--- config.mk ---
export PLATFORM = sky130hd
export DESIGN_NAME = ternary_max_heap_queue_core
export DESIGN_NICKNAME = d
export VERILOG_FILES = /design/src/rtl/tmhq_pkg.sv /design/src/rtl/tmhq_store.sv /design/src/rtl/tmhq_seq.sv /design/src/rtl/ternary_max_heap_queue_core.sv
export VERILOG_INCLUDE_DIRS = /design/src /design/src/rtl
export SDC_FILE = /design/constraint.sdc
export NUM_CORES = 2
export LEC_CHECK = 0
export ABC_AREA = 0
export BUFFER_PORTS_ARGS = -buffer_cell sky130_fd_sc_hd__buf_2
export CAP_MARGIN = 20
export CORE_ASPECT_RATIO = 0.8
export CORE_MARGIN = 2
export CORE_UTILIZATION = 30
export DETAILED_ROUTE_END_ITERATION = 10
export GPL_ROUTABILITY_DRIVEN = 0
export SLEW_MARGIN = 15
export SYNTH_ARGS = -nofsm -noshare
export SYNTH_HDL_FRONTEND = slang
export SYNTH_SLANG_ARGS = --single-unit
--- constraint.sdc ---
create_clock -name clock -period 5.27 [get_ports clock]
set_input_delay 1.054 -clock clock [delete_from_list [all_inputs] [get_ports clock]]
set_output_delay 1.054 -clock clock [all_outputs]
set_load 0.02 [all_outputs]
--- src/rtl/ternary_max_heap_queue_core_assert.svh ---
// assertion macros for the heap queue core
`ifndef TERNARY_MAX_HEAP_QUEUE_CORE_ASSERT_SVH
`define TERNARY_MAX_HEAP_QUEUE_CORE_ASSERT_SVH

// same-cycle implication
`define TMHQ_ASSERT_IMP(lbl, clk, rst, ante, cons) \
   lbl: assert property (@(posedge clk) disable iff (rst) (ante) |-> (cons)) \
      else $error("assertion failed: lbl");

// next-cycle implication
`define TMHQ_ASSERT_NXT(lbl, clk, rst, ante, cons) \
   lbl: assert property (@(posedge clk) disable iff (rst) (ante) |=> (cons)) \
      else $error("assertion failed: lbl");

`endif

--- src/rtl/tmhq_pkg.sv ---
`default_nettype none
package tmhq_pkg;

   localparam int CAPACITY_DEF = 128;

   localparam logic [2:0] FN_INSERT = 3'd0;
   localparam logic [2:0] FN_REMOVE = 3'd1;
   localparam logic [2:0] FN_CHANGE = 3'd2;
   localparam logic [2:0] FN_LOOKUP = 3'd3;
   localparam logic [2:0] FN_MIN    = 3'd4;

   localparam logic [1:0] ST_OK       = 2'd0;
   localparam logic [1:0] ST_FULL     = 2'd1;
   localparam logic [1:0] ST_EMPTY    = 2'd2;
   localparam logic [1:0] ST_NOTFOUND = 2'd3;

   typedef struct packed {
      logic [15:0] key;
      logic [7:0]  pri;
   } entry_type;

   typedef struct packed {
      logic [1:0]  status;
      logic [7:0]  count;
      logic [15:0] top_key;
      logic [7:0]  top_priority;
      logic [7:0]  found_position;
      logic [7:0]  found_priority;
      logic [15:0] min_key;
      logic [7:0]  min_priority;
   } result_type;

endpackage
`default_nettype wire

--- src/rtl/tmhq_store.sv ---
`default_nettype none
module tmhq_store
   import tmhq_pkg::*;
#(
   parameter int DEPTH = CAPACITY_DEF,
   parameter int AW    = $clog2(CAPACITY_DEF)
) (
   input  wire logic      clock,
   input  wire logic      wr_en,
   input  wire logic [AW-1:0] wr_addr,
   input  wire entry_type wr_data,
   input  wire logic [AW-1:0] rd_addr,
   output entry_type      rd_data
);

   entry_type mem_ff [DEPTH];
   entry_type rd_data_ff;

   always_ff @(posedge clock) begin
      if (wr_en) begin
         mem_ff[wr_addr] <= wr_data;
      end
      rd_data_ff <= mem_ff[rd_addr];
   end

   assign rd_data = rd_data_ff;

endmodule
`default_nettype wire

--- src/rtl/tmhq_seq.sv ---
`default_nettype none
module tmhq_seq
   import tmhq_pkg::*;
#(
   parameter int CAPACITY = CAPACITY_DEF,
   parameter int AW       = $clog2(CAPACITY_DEF),
   parameter int CW       = $clog2(CAPACITY_DEF + 1)
) (
   input  wire logic       clock,
   input  wire logic       reset,
   input  wire logic       start,
   input  wire logic [2:0] func,
   input  wire entry_type  entry,
   output logic            idle,
   input  wire logic       out_free,
   output logic            done,
   output result_type      result,
   output logic            wr_en,
   output logic [AW-1:0]   wr_addr,
   output entry_type       wr_data,
   output logic [AW-1:0]   rd_addr,
   input  wire entry_type  rd_data
);

   localparam int CHW = AW + 2;

   typedef enum logic [16:0] {
      S_IDLE   = 17'h00001,
      S_INS    = 17'h00002,
      S_PCALC  = 17'h00004,
      S_SD_RD  = 17'h00008,
      S_SD_LD  = 17'h00010,
      S_SD_CH  = 17'h00020,
      S_SD_CMP = 17'h00040,
      S_SWAP0  = 17'h00080,
      S_SWAP1  = 17'h00100,
      S_RM_RD  = 17'h00200,
      S_RM_WR  = 17'h00400,
      S_SC_RD  = 17'h00800,
      S_SC_CMP = 17'h01000,
      S_CP_RD  = 17'h02000,
      S_CP_WR  = 17'h04000,
      S_TOP_RD = 17'h08000,
      S_FIN    = 17'h10000
   } state_type;

   state_type state_ff, state_in;
   logic [2:0] func_ff, func_in;
   entry_type ent_ff, ent_in;
   logic [CW-1:0] cnt_ff, cnt_in;
   logic [AW-1:0] idx_ff, idx_in;
   logic [AW-1:0] hit_ff, hit_in;
   logic found_ff, found_in;
   logic [1:0] status_ff, status_in;
   logic [7:0] fpos_ff, fpos_in;
   logic [7:0] fpri_ff, fpri_in;
   entry_type min_ff, min_in;
   logic [AW-1:0] p_ff, p_in;
   logic [CW:0] t_ff, t_in;
   logic [AW-1:0] si_ff, si_in;
   logic [AW-1:0] best_ff, best_in;
   entry_type bval_ff, bval_in;
   entry_type cur_ff, cur_in;
   logic [AW-1:0] c_ff, c_in;
   logic [1:0] k_ff, k_in;
   logic reb_ff, reb_in;

   logic [CHW-1:0] child;
   logic scan_last;

   assign child = (CHW'(si_ff) << 1) + CHW'(si_ff) + CHW'(3) - CHW'(k_ff);
   assign scan_last = (CW'(idx_ff) + CW'(1)) == cnt_ff;
   assign idle = (state_ff == S_IDLE);

   always_comb begin
      state_in  = state_ff;
      func_in   = func_ff;
      ent_in    = ent_ff;
      cnt_in    = cnt_ff;
      idx_in    = idx_ff;
      hit_in    = hit_ff;
      found_in  = found_ff;
      status_in = status_ff;
      fpos_in   = fpos_ff;
      fpri_in   = fpri_ff;
      min_in    = min_ff;
      p_in      = p_ff;
      t_in      = t_ff;
      si_in     = si_ff;
      best_in   = best_ff;
      bval_in   = bval_ff;
      cur_in    = cur_ff;
      c_in      = c_ff;
      k_in      = k_ff;
      reb_in    = reb_ff;
      wr_en     = 1'b0;
      wr_addr   = '0;
      wr_data   = ent_ff;
      rd_addr   = '0;
      done      = 1'b0;
      result    = '0;
      unique case (state_ff)
         S_IDLE: begin
            if (start) begin
               func_in   = func;
               ent_in    = entry;
               status_in = ST_OK;
               fpos_in   = '0;
               fpri_in   = '0;
               min_in    = '0;
               idx_in    = '0;
               found_in  = 1'b0;
               unique case (func)
                  FN_INSERT: begin
                     if (cnt_ff >= CW'(CAPACITY)) begin
                        status_in = ST_FULL;
                        state_in  = S_TOP_RD;
                     end else begin
                        state_in = S_INS;
                     end
                  end
                  FN_REMOVE: begin
                     if (cnt_ff == '0) begin
                        status_in = ST_EMPTY;
                        state_in  = S_TOP_RD;
                     end else begin
                        state_in = S_RM_RD;
                     end
                  end
                  FN_CHANGE, FN_MIN: begin
                     if (cnt_ff == '0) begin
                        status_in = ST_EMPTY;
                        state_in  = S_TOP_RD;
                     end else begin
                        state_in = S_SC_RD;
                     end
                  end
                  FN_LOOKUP: begin
                     status_in = ST_NOTFOUND;
                     state_in  = (cnt_ff == '0) ? S_TOP_RD : S_SC_RD;
                  end
                  default: state_in = S_TOP_RD;
               endcase
            end
         end
         S_INS: begin
            wr_en   = 1'b1;
            wr_addr = AW'(cnt_ff);
            wr_data = ent_ff;
            cnt_in  = cnt_ff + CW'(1);
            reb_in  = 1'b1;
            p_in    = '0;
            t_in    = (CW+1)'(2);
            state_in = (cnt_ff == '0) ? S_TOP_RD : S_PCALC;
         end
         S_PCALC: begin
            if ((t_ff + (CW+1)'(3)) <= {1'b0, cnt_ff}) begin
               p_in = p_ff + AW'(1);
               t_in = t_ff + (CW+1)'(3);
            end else begin
               si_in    = p_ff;
               state_in = S_SD_RD;
            end
         end
         S_SD_RD: begin
            rd_addr  = si_ff;
            state_in = S_SD_LD;
         end
         S_SD_LD: begin
            cur_in   = rd_data;
            bval_in  = rd_data;
            best_in  = si_ff;
            k_in     = '0;
            state_in = S_SD_CH;
         end
         S_SD_CH: begin
            if (child < CHW'(cnt_ff)) begin
               rd_addr  = child[AW-1:0];
               c_in     = child[AW-1:0];
               state_in = S_SD_CMP;
            end else if (k_ff == 2'd2) begin
               state_in = S_SWAP0;
            end else begin
               k_in = k_ff + 2'd1;
            end
         end
         S_SD_CMP: begin
            if (rd_data.pri > bval_ff.pri) begin
               best_in = c_ff;
               bval_in = rd_data;
            end
            if (k_ff == 2'd2) begin
               state_in = S_SWAP0;
            end else begin
               k_in     = k_ff + 2'd1;
               state_in = S_SD_CH;
            end
         end
         S_SWAP0: begin
            if (best_ff == si_ff) begin
               if (reb_ff && (p_ff != '0)) begin
                  p_in     = p_ff - AW'(1);
                  si_in    = p_ff - AW'(1);
                  state_in = S_SD_RD;
               end else begin
                  state_in = S_TOP_RD;
               end
            end else begin
               wr_en    = 1'b1;
               wr_addr  = si_ff;
               wr_data  = bval_ff;
               state_in = S_SWAP1;
            end
         end
         S_SWAP1: begin
            wr_en    = 1'b1;
            wr_addr  = best_ff;
            wr_data  = cur_ff;
            si_in    = best_ff;
            bval_in  = cur_ff;
            k_in     = '0;
            state_in = S_SD_CH;
         end
         S_RM_RD: begin
            rd_addr  = AW'(cnt_ff - CW'(1));
            state_in = S_RM_WR;
         end
         S_RM_WR: begin
            wr_en    = 1'b1;
            wr_addr  = '0;
            wr_data  = rd_data;
            cnt_in   = cnt_ff - CW'(1);
            si_in    = '0;
            reb_in   = 1'b0;
            state_in = S_SD_RD;
         end
         S_SC_RD: begin
            rd_addr  = idx_ff;
            state_in = S_SC_CMP;
         end
         S_SC_CMP: begin
            state_in = S_SC_RD;
            idx_in   = idx_ff + AW'(1);
            unique case (func_ff)
               FN_CHANGE: begin
                  if (rd_data.key == ent_ff.key) begin
                     hit_in   = idx_ff;
                     found_in = 1'b1;
                  end
                  if (scan_last) begin
                     if (found_ff || (rd_data.key == ent_ff.key)) begin
                        state_in = S_CP_RD;
                     end else begin
                        status_in = ST_NOTFOUND;
                        state_in  = S_TOP_RD;
                     end
                  end
               end
               FN_LOOKUP: begin
                  if (rd_data.key == ent_ff.key) begin
                     status_in = ST_OK;
                     fpos_in   = 8'(CW'(idx_ff) + CW'(1));
                     fpri_in   = rd_data.pri;
                     state_in  = S_TOP_RD;
                  end else if (scan_last) begin
                     state_in = S_TOP_RD;
                  end
               end
               FN_MIN: begin
                  if ((idx_ff == '0) || (rd_data.pri < min_ff.pri)) begin
                     min_in = rd_data;
                  end
                  if (scan_last) begin
                     state_in = S_TOP_RD;
                  end
               end
               default: state_in = S_TOP_RD;
            endcase
         end
         S_CP_RD: begin
            rd_addr  = AW'(cnt_ff - CW'(1));
            state_in = S_CP_WR;
         end
         S_CP_WR: begin
            wr_en    = 1'b1;
            wr_addr  = hit_ff;
            wr_data  = rd_data;
            cnt_in   = cnt_ff - CW'(1);
            state_in = S_INS;
         end
         S_TOP_RD: begin
            rd_addr  = '0;
            state_in = S_FIN;
         end
         S_FIN: begin
            result.status         = status_ff;
            result.count          = 8'(cnt_ff);
            result.top_key        = (cnt_ff != '0) ? rd_data.key : '0;
            result.top_priority   = (cnt_ff != '0) ? rd_data.pri : '0;
            result.found_position = fpos_ff;
            result.found_priority = fpri_ff;
            result.min_key        = min_ff.key;
            result.min_priority   = min_ff.pri;
            if (out_free) begin
               done     = 1'b1;
               state_in = S_IDLE;
            end
         end
         default: state_in = S_IDLE;
      endcase
   end

   always_ff @(posedge clock) begin
      if (reset) begin
         state_ff <= S_IDLE;
         cnt_ff   <= '0;
      end else begin
         state_ff <= state_in;
         cnt_ff   <= cnt_in;
      end
      func_ff   <= func_in;
      ent_ff    <= ent_in;
      idx_ff    <= idx_in;
      hit_ff    <= hit_in;
      found_ff  <= found_in;
      status_ff <= status_in;
      fpos_ff   <= fpos_in;
      fpri_ff   <= fpri_in;
      min_ff    <= min_in;
      p_ff      <= p_in;
      t_ff      <= t_in;
      si_ff     <= si_in;
      best_ff   <= best_in;
      bval_ff   <= bval_in;
      cur_ff    <= cur_in;
      c_ff      <= c_in;
      k_ff      <= k_in;
      reb_ff    <= reb_in;
   end

endmodule
`default_nettype wire

--- src/rtl/ternary_max_heap_queue_core.sv ---
`default_nettype none
// Three-way max-heap priority queue of up to CAPACITY entries (16-bit key, 8-bit priority),
// one result beat per request beat. A single sequencer drives a store with one write port and
// one registered read port, so each item is a series of one-access steps and the block takes no
// new request until the current one has finished. Lookup, find-minimum and change-priority scan
// the entries one at a time, with a read step and a compare step each; remove-top sifts one
// path down; insert searches the first parent and then sifts every parent back to the root;
// every item ends by fetching the root for the reply. The store needs no clearing after reset.
module ternary_max_heap_queue_core
   import tmhq_pkg::*;
#(
   parameter int CAPACITY = CAPACITY_DEF
) (
   input  wire logic        clock,
   input  wire logic        reset,
   input  wire logic        req_tvalid,
   output logic             req_tready,
   input  wire logic [23:0] req_tdata,  // entry_key, new_priority
   input  wire logic [2:0]  req_tuser,  // func
   output logic             rsp_tvalid,
   input  wire logic        rsp_tready,
   output logic [71:0]      rsp_tdata,  // count, top_key, top_priority, found_position,
                                        // found_priority, min_key, min_priority
   output logic [1:0]       rsp_tuser   // status
);

   localparam int AW = $clog2(CAPACITY);
   localparam int CW = $clog2(CAPACITY + 1);

   entry_type     req_entry;
   logic          seq_idle;
   logic          seq_done;
   result_type    seq_result;
   logic          out_free;
   logic          wr_en;
   logic [AW-1:0] wr_addr;
   entry_type     wr_data;
   logic [AW-1:0] rd_addr;
   entry_type     rd_data;

   logic       rsp_valid_ff, rsp_valid_in;
   result_type rsp_ff, rsp_in;

   assign req_entry     = {req_tdata[15:0], req_tdata[23:16]};
   assign req_tready    = seq_idle;
   assign out_free      = !rsp_valid_ff || rsp_tready;

   tmhq_seq #(
      .CAPACITY(CAPACITY),
      .AW(AW),
      .CW(CW)
   ) u_seq (
      .clock(clock),
      .reset(reset),
      .start(req_tvalid && req_tready),
      .func(req_tuser),
      .entry(req_entry),
      .idle(seq_idle),
      .out_free(out_free),
      .done(seq_done),
      .result(seq_result),
      .wr_en(wr_en),
      .wr_addr(wr_addr),
      .wr_data(wr_data),
      .rd_addr(rd_addr),
      .rd_data(rd_data)
   );

   tmhq_store #(
      .DEPTH(CAPACITY),
      .AW(AW)
   ) u_store (
      .clock(clock),
      .wr_en(wr_en),
      .wr_addr(wr_addr),
      .wr_data(wr_data),
      .rd_addr(rd_addr),
      .rd_data(rd_data)
   );

   always_comb begin
      rsp_valid_in = rsp_valid_ff;
      rsp_in       = rsp_ff;
      if (seq_done) begin
         rsp_valid_in = 1'b1;
         rsp_in       = seq_result;
      end else if (rsp_tready) begin
         rsp_valid_in = 1'b0;
      end
   end

   always_ff @(posedge clock) begin
      if (reset) begin
         rsp_valid_ff <= 1'b0;
      end else begin
         rsp_valid_ff <= rsp_valid_in;
      end
      rsp_ff <= rsp_in;
   end

   assign rsp_tvalid = rsp_valid_ff;
   assign rsp_tuser  = rsp_ff.status;
   assign rsp_tdata  = {rsp_ff.min_priority, rsp_ff.min_key, rsp_ff.found_priority,
                        rsp_ff.found_position, rsp_ff.top_priority, rsp_ff.top_key,
                        rsp_ff.count};

`include "ternary_max_heap_queue_core_assert.svh"

   `TMHQ_ASSERT_NXT(a_busy_after_req, clock, reset, req_tvalid && req_tready, !req_tready)
   `TMHQ_ASSERT_IMP(a_empty_count, clock, reset, rsp_tvalid && (rsp_tuser == ST_EMPTY),
      rsp_ff.count == 8'd0)
   `TMHQ_ASSERT_IMP(a_empty_top, clock, reset, rsp_tvalid && (rsp_tuser == ST_EMPTY),
      (rsp_ff.top_key == 16'd0) && (rsp_ff.top_priority == 8'd0))

endmodule
`default_nettype wire

# [After elaboration in Yosys (flattened, before gate mapping)]
# Memories as Yosys holds them, arrays and structs flattened. A register that Yosys moved wholly into a read port is not among the register bits.
# Index checks and enable logic that the tools add are counted.
[word_totals] regBits=272 latchBits=0 ram_bits=3072 mem_bits_ro=0 out_inout_bits=76 word_cells=215 memories=1
[mem_list] memory="u_store.mem_ff" depth=128 width=24 read_ports=1 rd_clocked_by_memory_dff=1 wr=1 line="tmhq_store.sv:16" source="entry_type mem_ff [DEPTH];"
[op_classes] n_addsub=11 mul=0 div=0 order_cmp=5 eq_ne=46 shifts=0 mux=76 bitwise_logic=0 reduce_logical=43
[op_table] op="case mux 17 bit (16 select lines)" count=1
[op_table] op="case mux 24 bit (3 select lines)" count=2
[op_table] op="2-to-1 mux 16 bit" count=8
[op_table] op="2-to-1 mux 24 bit" count=5
[op_table] op="2-to-1 mux 17 bit" count=7
[op_table] op="case mux 17 bit (3 select lines)" count=2
[op_table] op="case mux 7 bit (4 select lines)" count=3
[op_table] op="2-to-1 mux 7 bit" count=8
[op_table] op="2-to-1 mux 8 bit" count=6
[op_table] op="case mux 24 bit (2 select lines)" count=1
[op_table] op="case mux 8 bit (2 select lines)" count=3
[op_table] op="case mux 7 bit (2 select lines)" count=2
[op_table] op="AND reduction 4 bit" count=6
[op_table] op="case mux 7 bit (3 select lines)" count=1
[op_table] op="adder 9 x 2 -> 9 bit (second input constant)" count=2
[op_table] op="case mux 9 bit (2 select lines)" count=1
[op_table] op="== test 17 x 1 -> 1 bit (second input constant)" count=1
[op_table] op="== test 17 x 10 -> 1 bit (second input constant)" count=1
[op_table] op="== test 17 x 11 -> 1 bit (second input constant)" count=1
[op_table] op="== test 17 x 12 -> 1 bit (second input constant)" count=1
[op_table] op="== test 17 x 13 -> 1 bit (second input constant)" count=1
[op_table] op="== test 17 x 14 -> 1 bit (second input constant)" count=1
[op_table] op="== test 17 x 15 -> 1 bit (second input constant)" count=1
[op_table] op="== test 17 x 16 -> 1 bit (second input constant)" count=1
[op_table] op="other kinds (57)" count=115

# [Depth between registers and ports, before layout]
[depth] ltp_word=6 depth_mapped=27

# [Modules after synthesis]
# A second synthesis with hierarchy kept.
[hier_totals] hier_cells=5632 hier_area_um2=130769.2
[modules_own_cells] mod="tmhq_store" instances=1 cells_per_inst=4538 area_each_um2=117381.3
[modules_own_cells] mod="tmhq_seq" instances=1 cells_per_inst=1015 area_each_um2=11113.2
[modules_own_cells] mod="ternary_max_heap_queue_core" instances=1 cells_per_inst=79 area_each_um2=2274.7

# [Least setup slack after synthesis]
# Ideal clock, no wire load.
[synth_path] kind="reg2reg" from="reg u_seq.si_ff[0]" to="reg, netlist name u_store.rd_data[11]" setup_ns=0.134 arrival_time_ns=5.260 setup_slack_ns=-0.125 stages_incl_launch_ff=25 n_path_buf=3 period_less_slack_ns=5.395 path_cell_list="edfxtp_1 -> inv_1 -> fa_1 -> inv_1 -> fa_1 -> ha_1 -> inv_1 -> fa_1 -> nor2b_1 -> o31ai_1 -> a21boi_0 -> ha_1 -> a22oi_1 -> nand2_1 -> a31oi_1 -> o211a_1 -> buf_6 -> nand2_1 -> a221oi_4 -> buf_6 -> buf_4 -> a22oi_1 -> a32oi_1 -> nand3_1 -> or4_1"
[synth_between] elab_chain_len=6
[synth_lines] item="from (decl)" line="tmhq_seq.sv:60" source="logic [AW-1:0] si_ff, si_in;"
[synth_lines] item="from (signal assigned)" line="tmhq_seq.sv:332" source="si_ff <= si_in;"
[synth_lines] item="adder 8 x 7 -> 9 bit (*)" line="tmhq_seq.sv:71" source="assign child = (CHW'(si_ff) << 1) + CHW'(si_ff) + CHW'(3) - CHW'(k_ff);"
[synth_lines] item="adder 9 x 2 -> 9 bit (*)" line="tmhq_seq.sv:71"
[synth_lines] item="subtractor 9 x 2 -> 9 bit (*)" line="tmhq_seq.sv:71"
[synth_lines] item="named net u_seq.child[6]" line="tmhq_seq.sv:68" source="logic [CHW-1:0] child;"
[synth_lines] item="< comparator 9 x 8 -> 1 bit" line="tmhq_seq.sv:177" source="if (child < CHW'(cnt_ff)) begin"
[synth_lines] item="2-to-1 mux 7 bit (*)" line="tmhq_seq.sv:177"
[synth_lines] item="case mux 7 bit (4 select lines) (*)" line="tmhq_seq.sv:102" source="unique case (state_ff)"
# The timed path passes the listed nets; every way through them passes the cells marked *.
# A chain may end at the register's enable or synchronous reset.

# [Worst setup path in the final report]
[layout_path] from="reg u_seq.si_ff[0]" to="reg, netlist name u_store.rd_data[23]"
[layout_between] elab_chain_len=6
[layout_lines] item="adder 8 x 7 -> 9 bit (*)" line="tmhq_seq.sv:71"
[layout_lines] item="adder 9 x 2 -> 9 bit (*)" line="tmhq_seq.sv:71"
[layout_lines] item="subtractor 9 x 2 -> 9 bit (*)" line="tmhq_seq.sv:71"
[layout_lines] item="named net u_seq.child[6]" line="tmhq_seq.sv:68"
[layout_lines] item="< comparator 9 x 8 -> 1 bit" line="tmhq_seq.sv:177"
[layout_lines] item="2-to-1 mux 7 bit (*)" line="tmhq_seq.sv:177"
[layout_lines] item="case mux 7 bit (4 select lines) (*)" line="tmhq_seq.sv:102"
# Marks and branches as above.

==> results.py <==
metrics = {
    "setup_path": {
        "crit_path_start_kind": "flip-flop",
        "cp.required_ns": 6.04,
        "max_stage_delay_ns": 0.49,
        "slowest_stage": "fa_1",
        "cp_max_fo": 18,
        "crit_type": "flip-flop to flip-flop",
        "critPathCaptureType": "flip-flop",
        "arrival_ns": 6.54,
    },
    "logic_synthesis": {
        "synthFlopType": "edfxtp_1",
        "synth-edff-count": 3318,
        "synthTopCellsByArea": "edfxtp_1 75%, nand2_1 6.2%, mux2i_1 4.2%, nand3_1 2.9%, a32oi_1 2.3%",
        "synth-seq-cells": 3368,
        "netlist_area_mm2": 0.133,
        "yosysSeqAreaShare": 0.757,
        "syn_area_per_cell_um2": 14.5,
        "ys_async_sr_fraction": 0,
        "synth_cell_types": 78,
        "synth.most_common_cell": "edfxtp_1",
        "syn_nets": 9251,
        "synth_common_cells": "3,318 x edfxtp_1, 2,199 x nand2_1, 774 x nand3_1",
        "yosys.area.top_type": "edfxtp_1",
        "syn_inst": 9160,
        "yosys_warnings": 0,
        "netlist.area_leader.share": 0.749,
    },
    "clocking": {
        "cts_tree": "yes",
        "clkLatencyLatePin_ns": 0.90,
        "cts_buffers": 332,
        "clock_sinks": 3368,
        "clock_path_buffers": 4,
        "cts-hold-fix-buffers": 0,
        "htree_levels": 5,
        "clk_pin_slew_worst_paths_ns": 0.07,
        "cts-root-buf": "clkbuf_16",
    },
    "place": {
        "place_hpwl_mm": 264,
        "io_buffer_count": 106,
        "postPlaceCellArea_mm2": 0.151,
        "pre_cts_ws_ns": -1.01,
        "dpl.cell_count": 15700,
    },
    "finish": {
        "postLayoutCellArea_mm2": 0.164,
        "layout-drive-gt1-share": 0.204,
        "syn2layout_area_growth_pct": 23.3,
        "nets": 10400,
        "regArea_mm2": 0.101,
        "n_fill_cell": 41000,
        "fin_cells": 16400,
        "fin_util": 0.372,
        "multiInputGateArea_mm2": 0.0311,
    },
    "outcome": {
        "violations": "negative setup slack",
        "outcome": "finished, violations left",
    },
    "global_routing": {
        "grt.total_usage": 0.181,
        "antenna_found_initial": 20,
        "grt_pass1_wl_mm": 596,
        "grt_pass1_vias": 79500,
        "overflow": 0,
        "grt_start_max_net_pins": 129,
    },
    "die": {
        "rows": 218,
        "num_io_pins": 107,
        "die_area_mm2": 0.449,
        "die_h_um": 599,
        "core_area_mm2": 0.441,
        "initial_core_util": 0.301,
        "die_w_um": 748,
    },
    "pwr": {
        "total_leakage_power_nw": 55.7,
        "ir_drop_uv": 233,
        "cellPowerDensity_mw_per_mm2": 338,
        "finalPower_mw": 55.4,
    },
    "sta": {
        "fmax_mhz": 173,
        "finalHoldViolations": 0,
        "setup_viol": 24,
        "tightest_slew_ns": 1.14,
        "finalMaxSlewViolations": 0,
        "min_period_ns": 5.77,
        "rsz0062_at_grt": "yes",
        "final.setup.tns_ns": -9.44,
        "hold_slack_ns": 0.360,
        "clock_skew_ns": 0.0599,
        "fin_ws_ns": -0.500,
        "worst_slew_margin_rel": 0.243,
        "period_share": 1.09,
    },
    "routing": {
        "vias_per_cell": 5.24,
        "routedWlPerCell_um": 25.7,
        "drt_iter0_markers": 13500,
        "antenna_left": 0,
        "route.vias.total": 85900,
        "drt-pass1-iter-count": 10,
        "route.detailed.drc": 0,
        "routed_wl_mm": 422,
    },
    "run": {
        "maxCapViolCount": 0,
    },
    "hold_path": {
        "min_path_type": "primary input to flip-flop",
    },
}
[cell families (layout without fill, tap and decap cells)]
kind of cell / after synthesis / after routing / share of synthesized area
adder cells (fa/ha/maj): 60 / 60 / 0.00587
flip-flops: 3368 / 3368 / 0.757
XOR/XNOR: 56 / 56 / 0.00369
multiplexers: 558 / 558 / 0.0420
AO/OA/AOI/OAI: 864 / 864 / 0.0496
buffers and inverters: 601 / 1997 / 0.0218
other: 0 / 5 / 0
AND/OR/NAND/NOR: 3653 / 3653 / 0.120
[registers in the layout (all words and copies together) (netlist names), 2 cells and up]
register	count
rsp_tdata	72
rsp_tuser	2
u_seq.best_ff	7
u_seq.bval_ff	24
u_seq.c_ff	7
u_seq.cnt_ff	8
u_seq.cur_ff	24
u_seq.ent_ff	24
u_seq.fpos_ff	8
u_seq.fpri_ff	8
u_seq.func_ff	3
u_seq.hit_ff	7
u_seq.idx_ff	7
u_seq.k_ff	2
u_seq.min_ff	24
u_seq.p_ff	7
u_seq.si_ff	7
u_seq.state_ff	17
u_seq.status_ff	2
u_seq.t_ff	9
u_store.mem_ff	3072
u_store.rd_data	24
[what timing repair did]
item / 4_1_cts / 5_1_grt
setup buffers: 53 / 22
endpoints found under the hold margin: 0 / 0
endpoints found under the setup margin: 24 / 24
resized for setup: 216 / 110
cloned: 8 / 3
pin swaps: 73 / 69
[cell type report]
| cell class | count | area share |
|---|---|---|
| antenna | 5 | 0.0000763 |
| clock buffer | 415 | 0.0538 |
| clock inverter | 173 | 0.00978 |
| inverter | 64 | 0.00147 |
| multi-input combinational | 5191 | 0.190 |
| sequential | 3368 | 0.614 |
| tap | 5830 | 0.0445 |
| timing repair buffer | 1345 | 0.0866 |
[worst max-delay path: cells and delay by family, from the launching register on]
| family | cells | cell delay [ns] |
|---|---|---|
| AO/OA/AOI/OAI | 7 | 1.25 |
| adder cells (fa/ha/maj) | 5 | 1.54 |
| buffers and inverters | 9 | 1.32 |
| flip-flops | 1 | 0.41 |
| AND/OR/NAND/NOR | 7 | 1.06 |
[path summary, 6_finish.rpt]
kind,startpoint,endpoint,slack (ns),cells past startpoint
max reg2reg,u_seq.si_ff[0],u_store.rd_data[23],-0.50,28
max,u_seq.si_ff[0],u_store.rd_data[23],-0.50,28
min reg2reg,u_seq.fpos_ff[6],rsp_tdata[38],0.50,1
min,req_tdata[8],u_seq.ent_ff[16],0.36,1
[power by group]
group / switching, mW / internal, mW / total, mW
Sequential: 0.0794 / 30.1 / 30.2
Clock: 10.1 / 13.2 / 23.4
Combinational: 1.52 / 0.289 / 1.81
Total: 11.7 / 43.6 / 55.4
[layer usage]
layer,part of all wire,track usage,up-vias
met5,0.00015,0,-
met3,0.13,0.0463,550
met2,0.41,0.251,5039
li1,-,-,37000
met4,0.025,0.0455,10
met1,0.44,0.277,43300
[cells in the final DEF (no fill, tap or decap), types with 60 or more instances in the layout]
cell | synthesis | layout
clkinv_1 | 1 | 68
buf_6 | 4 | 82
buf_12 | 0 | 276
nand2_1 | 2199 | 2170
nand4_1 | 172 | 172
mux2i_1 | 558 | 546
buf_2 | 290 | 106
clkbuf_16 | 0 | 344
buf_4 | 66 | 843
nor2_2 | 0 | 130
a22oi_1 | 96 | 89
edfxtp_1 | 3318 | 3318
clkbuf_1 | 129 | 74
a32oi_1 | 347 | 332
nand3_1 | 774 | 738
nor2_1 | 220 | 85
inv_1 | 63 | 60
a31oi_1 | 124 | 109
a21oi_1 | 105 | 95
and2_1 | 98 | 97
(Power assumes the default switching activity.)
